File: config.mk
export PLATFORM = sky130hd
export DESIGN_NAME = tcw_sequencer
export DESIGN_NICKNAME = d
export VERILOG_FILES = /design/src/hw/rtl/tcw_pkg.sv /design/src/hw/rtl/tcw_sequencer.sv
export SDC_FILE = /design/constraint.sdc
export NUM_CORES = 1
export LEC_CHECK = 0
export BUFFER_PORTS_ARGS = -buffer_cell sky130_fd_sc_hd__buf_2
export CORE_ASPECT_RATIO = 1.2
export CORE_MARGIN = 4
export CORE_UTILIZATION = 30
export CTS_CLUSTER_SIZE = 28
export DETAILED_ROUTE_END_ITERATION = 7
export GPL_ROUTABILITY_DRIVEN = 0
export PLACE_DENSITY = 0.48
export SETUP_SLACK_MARGIN = 0.2
export SYNTH_ARGS = -nofsm -noshare
export SYNTH_HDL_FRONTEND = slang
export SYNTH_SLANG_ARGS = --single-unit
File: constraint.sdc
create_clock -name clock -period 3.6 [get_ports clock]
set_clock_uncertainty 0.05 [all_clocks]
set_input_delay 0.18 -clock clock [delete_from_list [all_inputs] [get_ports clock]]
set_output_delay 0.18 -clock clock [all_outputs]
set_load 0.01 [all_outputs]
File: src/hw/rtl/tcw_pkg.sv
`timescale 1ns / 1ps
`default_nettype none

package tcw_pkg;

   // payload widths of the channels
   localparam int FUNC_W       = 2;
   localparam int CHAR_W       = 8;
   localparam int HEX_W        = 64;
   localparam int READ_ROW_W   = 5;
   localparam int READ_COL_W   = 7;
   localparam int CURSOR_ROW_W = 6;
   localparam int CURSOR_COL_W = 7;

   // character codes and fixed values
   localparam logic [CHAR_W-1:0] CHAR_NEWLINE   = 8'h0a;
   localparam logic [CHAR_W-1:0] CHAR_BLANK     = 8'h20;
   localparam logic [CHAR_W-1:0] CHAR_ZERO      = 8'h30;
   localparam logic [CHAR_W-1:0] CHAR_HEX_ALPHA = 8'h57;
   localparam int                RESET_ROW      = 5;
   localparam int                HEX_DIGITS     = 16;
   localparam int                HEX_LEFT_W     = 5;

   // request function codes
   typedef enum logic [FUNC_W-1:0] {
      FUNC_PUT  = 2'd0,
      FUNC_HEX  = 2'd1,
      FUNC_READ = 2'd2,
      FUNC_NOP  = 2'd3
   } func_type;

   // microprogram addresses
   typedef enum logic [3:0] {
      U_CLEAR     = 4'd0,
      U_IDLE      = 4'd1,
      U_PUT       = 4'd2,
      U_FULL      = 4'd3,
      U_CHECK     = 4'd4,
      U_SCROLL    = 4'd5,
      U_BLANK     = 4'd6,
      U_LOOP      = 4'd7,
      U_WRITE     = 4'd8,
      U_FIN       = 4'd9,
      U_RESP      = 4'd10,
      U_RESP_WAIT = 4'd11,
      U_NEWLINE   = 4'd12,
      U_HEX       = 4'd13,
      U_READ      = 4'd14,
      U_READ_CAP  = 4'd15
   } upc_type;

   // jump conditions
   typedef enum logic [3:0] {
      C_NEXT,
      C_ALWAYS,
      C_CLEAR_MORE,
      C_DISPATCH,
      C_IS_NL,
      C_COL_FULL,
      C_ROW_IN,
      C_SWEEP_MORE,
      C_HEX_MORE,
      C_SLOT_FREE
   } cond_type;

   // datapath operations
   typedef enum logic [3:0] {
      OP_NONE,
      OP_CLEAR,
      OP_ACCEPT,
      OP_SCROLL,
      OP_BLANK,
      OP_WRITE,
      OP_NEWLINE,
      OP_HEX_LOAD,
      OP_READ,
      OP_READ_CAP,
      OP_RESP
   } op_type;

   typedef struct packed {
      op_type   op;
      cond_type cond;
      upc_type  target;
   } ucode_type;

   // control from sequencer to datapath
   typedef struct packed {
      op_type op;
   } ctrl_type;

   // status from datapath to sequencer
   typedef struct packed {
      logic     fire;
      func_type func;
      logic     is_nl;
      logic     col_full;
      logic     row_in;
      logic     clear_last;
      logic     col_last;
      logic     hex_more;
      logic     slot_busy;
   } status_type;

   // control store
   function automatic ucode_type ucode_rom(input upc_type addr);
      ucode_type w;
      case (addr)
         U_CLEAR:     w = '{OP_CLEAR,    C_CLEAR_MORE, U_CLEAR};
         U_IDLE:      w = '{OP_ACCEPT,   C_DISPATCH,   U_IDLE};
         U_PUT:       w = '{OP_NONE,     C_IS_NL,      U_NEWLINE};
         U_FULL:      w = '{OP_NONE,     C_COL_FULL,   U_FIN};
         U_CHECK:     w = '{OP_NONE,     C_ROW_IN,     U_WRITE};
         U_SCROLL:    w = '{OP_SCROLL,   C_NEXT,       U_BLANK};
         U_BLANK:     w = '{OP_BLANK,    C_SWEEP_MORE, U_BLANK};
         U_LOOP:      w = '{OP_NONE,     C_ALWAYS,     U_CHECK};
         U_WRITE:     w = '{OP_WRITE,    C_NEXT,       U_FIN};
         U_FIN:       w = '{OP_NONE,     C_HEX_MORE,   U_HEX};
         U_RESP:      w = '{OP_RESP,     C_SLOT_FREE,  U_IDLE};
         U_RESP_WAIT: w = '{OP_NONE,     C_ALWAYS,     U_RESP};
         U_NEWLINE:   w = '{OP_NEWLINE,  C_ALWAYS,     U_FIN};
         U_HEX:       w = '{OP_HEX_LOAD, C_ALWAYS,     U_PUT};
         U_READ:      w = '{OP_READ,     C_NEXT,       U_READ_CAP};
         U_READ_CAP:  w = '{OP_READ_CAP, C_ALWAYS,     U_RESP};
         default:     w = '{OP_NONE,     C_ALWAYS,     U_IDLE};
      endcase
      return w;
   endfunction

   // entry point of each request function
   function automatic upc_type dispatch(input func_type f);
      upc_type a;
      case (f)
         FUNC_PUT:  a = U_PUT;
         FUNC_HEX:  a = U_HEX;
         FUNC_READ: a = U_READ;
         FUNC_NOP:  a = U_RESP;
         default:   a = U_RESP;
      endcase
      return a;
   endfunction

   // lower-case hex digit
   function automatic logic [CHAR_W-1:0] hex_char(input logic [3:0] nib);
      logic [CHAR_W-1:0] ext;
      ext = {4'h0, nib};
      return (nib < 4'd10) ? (CHAR_ZERO + ext) : (CHAR_HEX_ALPHA + ext);
   endfunction

endpackage

`default_nettype wire

File: src/hw/rtl/tcw_sequencer.sv
`timescale 1ns / 1ps
`default_nettype none

module tcw_sequencer (
   input  wire logic                clock,
   input  wire logic                reset,
   input  wire tcw_pkg::status_type status,
   output tcw_pkg::ctrl_type        ctrl
);
   import tcw_pkg::*;

   upc_type   upc_ff;
   upc_type   upc_in;
   ucode_type word;

   assign word = ucode_rom(upc_ff);

   // next step: jump when the condition holds, else fall through; dispatch waits in place until a request fires
   always_comb begin
      upc_in = upc_type'(upc_ff + 4'd1);
      case (word.cond)
         C_NEXT:       upc_in = upc_type'(upc_ff + 4'd1);
         C_ALWAYS:     upc_in = word.target;
         C_CLEAR_MORE: if (!status.clear_last) upc_in = word.target;
         C_DISPATCH: begin
            upc_in = status.fire ? dispatch(status.func) : upc_ff;
         end
         C_IS_NL:      if (status.is_nl) upc_in = word.target;
         C_COL_FULL:   if (status.col_full) upc_in = word.target;
         C_ROW_IN:     if (status.row_in) upc_in = word.target;
         C_SWEEP_MORE: if (!status.col_last) upc_in = word.target;
         C_HEX_MORE:   if (status.hex_more) upc_in = word.target;
         C_SLOT_FREE:  if (!status.slot_busy) upc_in = word.target;
         default:      upc_in = U_IDLE;
      endcase
   end

   // control word out
   always_comb begin
      ctrl.op = word.op;
   end

   always_ff @(posedge clock) begin
      if (reset) begin
         upc_ff <= U_CLEAR;
      end else begin
         upc_ff <= upc_in;
      end
   end

endmodule

`default_nettype wire

# Yosys cells after proc, flatten, opt, wreduce, memory -nomap -nowiden
# Memories as Yosys holds them, arrays and structs flattened. A register that Yosys moved wholly into a read port is not among the register bits.
# Cells that the tools add are included.
[word_totals] regBits=4 latch_bits=0 ram_bits=0 mem_bits_ro=192 inputBits=12 output_inout_bits=4 wordCells=30 n_memories=1
[op_classes] addsub=1 multipliers=0 n_div=0 order_cmp=0 n_eq_ne=13 n_shift=0 mux=12 bitwise_logic=0 reduce_logical=2
[mem_list] name="(no name shown)" words=16 word_bits=12 rd=1 rd_ports_with_merged_regs=1 wr=0 line_no="tcw_pkg.sv:108" rtl="case (addr)"
[ops] cell="$mux 4" n=10
[ops] cell="$pmux 4 s10" n=1
[ops] cell="$eq 4x3->1 const B" n=4
[ops] cell="$pmux 4 s4" n=1
[ops] cell="$eq 4x2->1 const B" n=2
[ops] cell="$eq 4x4->1 const B" n=2
[ops] cell="$add 4x1->4 const B" n=1
[ops] cell="$eq 2x2->1 const B" n=2
[ops] cell="$eq 4x1->1 const B" n=1
[ops] cell="$logic_not 4->1" n=1
[ops] cell="$eq 2x1->1 const B" n=1
[ops] cell="$logic_not 2->1" n=1
[ops] cell="$ne 2x2->1 const B" n=1

# Depth between registers and ports, before layout
[depth] word_depth=6 depth_mapped=14 ltp_nobuf=12

# Least setup slack after synthesis
# Ideal clock, no wire load.
[synth_path] path_kind="register to register" start="reg, netlist name word[4]" end="reg, netlist name word[9]" setup_ps=121 arrival_time_ps=2529 required_time_ps=3429 setup_slack_ps=900 stages_incl_launch_ff=11 n_path_buf=3 period_less_slack_ps=2700 cell_sequence="dfxtp_1 -> buf_6 -> buf_4 -> buf_2 -> nor2_1 -> o211a_1 -> o41ai_2 -> nor2_1 -> ha_1 -> mux2_1 -> mux2_2"
[synth_via] elab_chain_len=4 elab_cells_between_ends=14 classes_between="10 x eq/ne; 3 x mux; 1 x reduce/logical"
[synth_rtl] item="$eq 4x4->1, or another cell as far along" line_no="tcw_sequencer.sv:21" rtl="case (word.cond)"
[synth_rtl] item="$pmux 4 s10 or $ne 2x2->1 (tied branches)"
[synth_rtl] item="$mux 4 (no source line) (*) (2 in a row)"
# Every way passes the cells marked *; elsewhere a longest branch is shown, timed or not.
# A chain may end at the register's enable or synchronous reset.

# Worst setup path in the final report
[layout_path] start="reg, netlist name word[5]" end="reg, netlist name word[1]"
[layout_via] elab_chain_len=4 elab_cells_between_ends=14 classes_between="10 x eq/ne; 3 x mux; 1 x reduce/logical"
[layout_rtl] item="$eq 4x4->1, or another cell as far along" line_no="tcw_sequencer.sv:21"
[layout_rtl] item="$pmux 4 s10 or $ne 2x2->1 (tied branches)"
[layout_rtl] item="$mux 4 (no source line) (*) (2 in a row)"
# Marks and branches as above.

==> flow_metrics.env <==
export IMPL_ff2ff_path_depth=11
export IMPL_nNetsFinal=237
export IMPL_ys_warn_count=0
export IMPL_synth_nets=226
export IMPL_n_antenna_cell=0
export IMPL_place_ws_ps=544
export IMPL_async_flop_share_pct=0
export IMPL_drtIter0Drc=147
export IMPL_path_class="reg -> reg"
export IMPL_grt_pass1_wl_um=7010
export IMPL_drv_cap=0
export IMPL_yosysTopAreaCellShare_pct=18.8
export IMPL_post_cts_buffers=0
export IMPL_holdPathEnd="upc_ff[1]"
export IMPL_r2r_end="word[1]"
export IMPL_hold_buffers=0
export IMPL_ys_types=63
export IMPL_peakVddDrop_mv=0.290
export IMPL_final_hold_viol_count=0
export IMPL_p_switching_w=0.000673
export IMPL_die_w_um=76.8
export IMPL_r2r_start="word[5]"
export IMPL_post_cts_resize_count=0
export IMPL_yosysTopAreaCell="dfxtp_1"
export IMPL_crit_path_start_kind="flip-flop"
export IMPL_worstSetupStartpoint="word[5]"
export IMPL_power_internal_w=0.000768
export IMPL_critPathCaptureType="flip-flop"
export IMPL_cts_sinks=16
export IMPL_status="finished, final reports clean"
export IMPL_worst_hold_slack_ps=218
export IMPL_vias_per_cell=5.45
export IMPL_finalSetupViolations=0
export IMPL_cp_data_required_time_ps=3730
export IMPL_io_pins=16
export IMPL_avgSynthCellArea_um2=8.44
export IMPL_ys_seq_area_share_pct=18.8
export IMPL_swShare_pct=46.7
export IMPL_drive_gt1_share_pct=21.2
export IMPL_syn_area_mm2=0.00170
export IMPL_tns_ps=0
export IMPL_p_leak_nw=0.740
export IMPL_hold_path_class="in -> reg"
export IMPL_cts_tree="built"
export IMPL_antenna_left=0
export IMPL_wl_um=4250
export IMPL_hold_depth=2
export IMPL_fill_cells=582
export IMPL_grt_max_degree=22
export IMPL_fin_crit_ps=3090
export IMPL_finalWorstSetupSlack_ps=507
export IMPL_rrSetupSlack_ps=510
export IMPL_seqPwrFrac_pct=23.6
export IMPL_min_period_over_period_pct=85.9
export IMPL_cp_max_fo=18
export IMPL_wire_per_inst_um=15.5
export IMPL_netlist_instances=202
export IMPL_port_buffer_count=15
export IMPL_finalMaxSlewViolations=0
export IMPL_chipHeight_um=90.6
export IMPL_rsz0062_at_grt="false"
export IMPL_die_area_mm2=0.00696
export IMPL_drc=0
export IMPL_syn2layout_area_growth_pct=8.08
export IMPL_start_util_pct=31.5
export IMPL_num_rows=29
export IMPL_core_area_mm2=0.00541
export IMPL_place_area_mm2=0.00179
export IMPL_synth_commonest_cells="18 x inv_1, 16 x dfxtp_1, 12 x ha_1"
export IMPL_vias=1493
export IMPL_synth_flop_cell="dfxtp_1"
export IMPL_detailed_place_hpwl_um=3310
export IMPL_htree_levels=1
export IMPL_fin_area_mm2=0.00184
export IMPL_p_per_area_mw_per_mm2=783
export IMPL_cts_max_path_buffers=2
export IMPL_antenna_found_initial=0
export IMPL_relSlewSlack_pct=57.6
export IMPL_critPathArrivalTime_ps=3220
export IMPL_numCtsBuffers=3
export IMPL_cts_root_buf="clkbuf_8"
export IMPL_worstSkewPairLatency_ps=250
export IMPL_grt_overflow_total=0
export IMPL_synth_edf_count=0
export IMPL_grt_pass1_vias=1439
export IMPL_dr_pass1_iters=4
export IMPL_tightest_slew_ps=636
export IMPL_min_delay_start="reset"
export IMPL_synth_most_common_cell="inv_1"
export IMPL_synthTopCellsByArea="dfxtp_1 19%, ha_1 8.8%, mux2i_1 5.9%"
export IMPL_grt_total_usage_pct=12.1
export IMPL_power_frac_comb_pct=65.3
export IMPL_clk_pin_slew_ps=70
export IMPL_clockPowerShare_pct=11.1
export IMPL_synth_seq_cells=16
export IMPL_fmax_mhz=323
[power by group through the flow]
stage | clock network [W] | logic [W] | registers [W]
floorplan | 0 | 0.000811 | 0.000284
global placement | 0 | 0.000942 | 0.000344
detailed placement | 0 | 0.000935 | 0.000341
CTS | 0.000162 | 0.000938 | 0.000337
global route | 0.000170 | 0.00104 | 0.000355
finish | 0.000160 | 0.000941 | 0.000340
[worst max-delay path by stage]
stage	endpoint	slack [ps]
finish	word[1]	510
global route	word[1]	300
CTS	word[8]	520
detailed placement	word[1]	540
global placement	word[8]	480
floorplan	word[9]	900
[cell families (layout without fill, tap and decap cells)]
logic type	count (synthesis)	after routing	synth area share (%)
xor gates and xnor gates	2	2	1.03
and+or+nand+nor	69	69	25.3
AOI/OAI and AO/OA	53	53	25.3
buffers and inverters	36	46	12.0
DFF	16	16	18.8
adders and majority gates	12	12	8.81
muxes	14	14	8.74
[cells in the final DEF, fill, tap and decap left out, drive strengths merged, types with 2 or more instances in the layout]
master   count
a211o        2
a211oi       5
a21boi       2
a21oi        9
a311oi       2
a31oi        3
a41oi        2
and3         2
and3b        2
buf         24
clkbuf       4
dfxtp       16
ha          12
inv         18
mux2         4
mux2i       10
nand2        8
nand2b       4
nand3        5
nor2        11
nor2b       12
nor3         8
nor4b        5
o2111ai      2
o21ai        8
o221ai       2
o22ai        2
o41ai        2
or2          2
or3          2
[layout make-up]
class | instances | area, um^2 | area share [%]
Clock buffer | 4 | 55.1 | 2.99
Inverter | 18 | 67.6 | 3.67
Multi-Input combinational cell | 150 | 1180 | 64.0
Sequential cell | 16 | 320 | 17.4
Tap cell | 62 | 77.6 | 4.21
Timing Repair Buffer | 24 | 143 | 7.74
[critical path, stage by stage (launching register included)]
cell and delay (ps):
dfxtp_1 720, and2b_1 330, or4b_4 500, o211ai_2 80, a221oi_2 70, a211o_1 400
buf_4 210, ha_1 290, inv_1 40, mux2i_1 110, nand2_1 70, a21oi_1 140
[registers in the layout, summed over array words and instances (netlist names)]
signal  count
upc_ff      4
word       12
[metal layers]
metal  up-vias  wire [um]  GRT usage (%)
met5         -          0              0
met4         0         89           3.93
met3        10        189           2.00
met2        44       2030           21.0
met1       688       1950           15.1
li1        751          -              -
[per-stage QoR]
step                total power, W  instances  util (%)
floorplan                  0.00110        202         -
global placement           0.00129        270      33.0
detailed placement         0.00128        270      33.0
CTS                        0.00144        274      34.1
global route               0.00156        274      34.1
finish                     0.00144        274      34.1
Power figures use the tool's default switching activity.
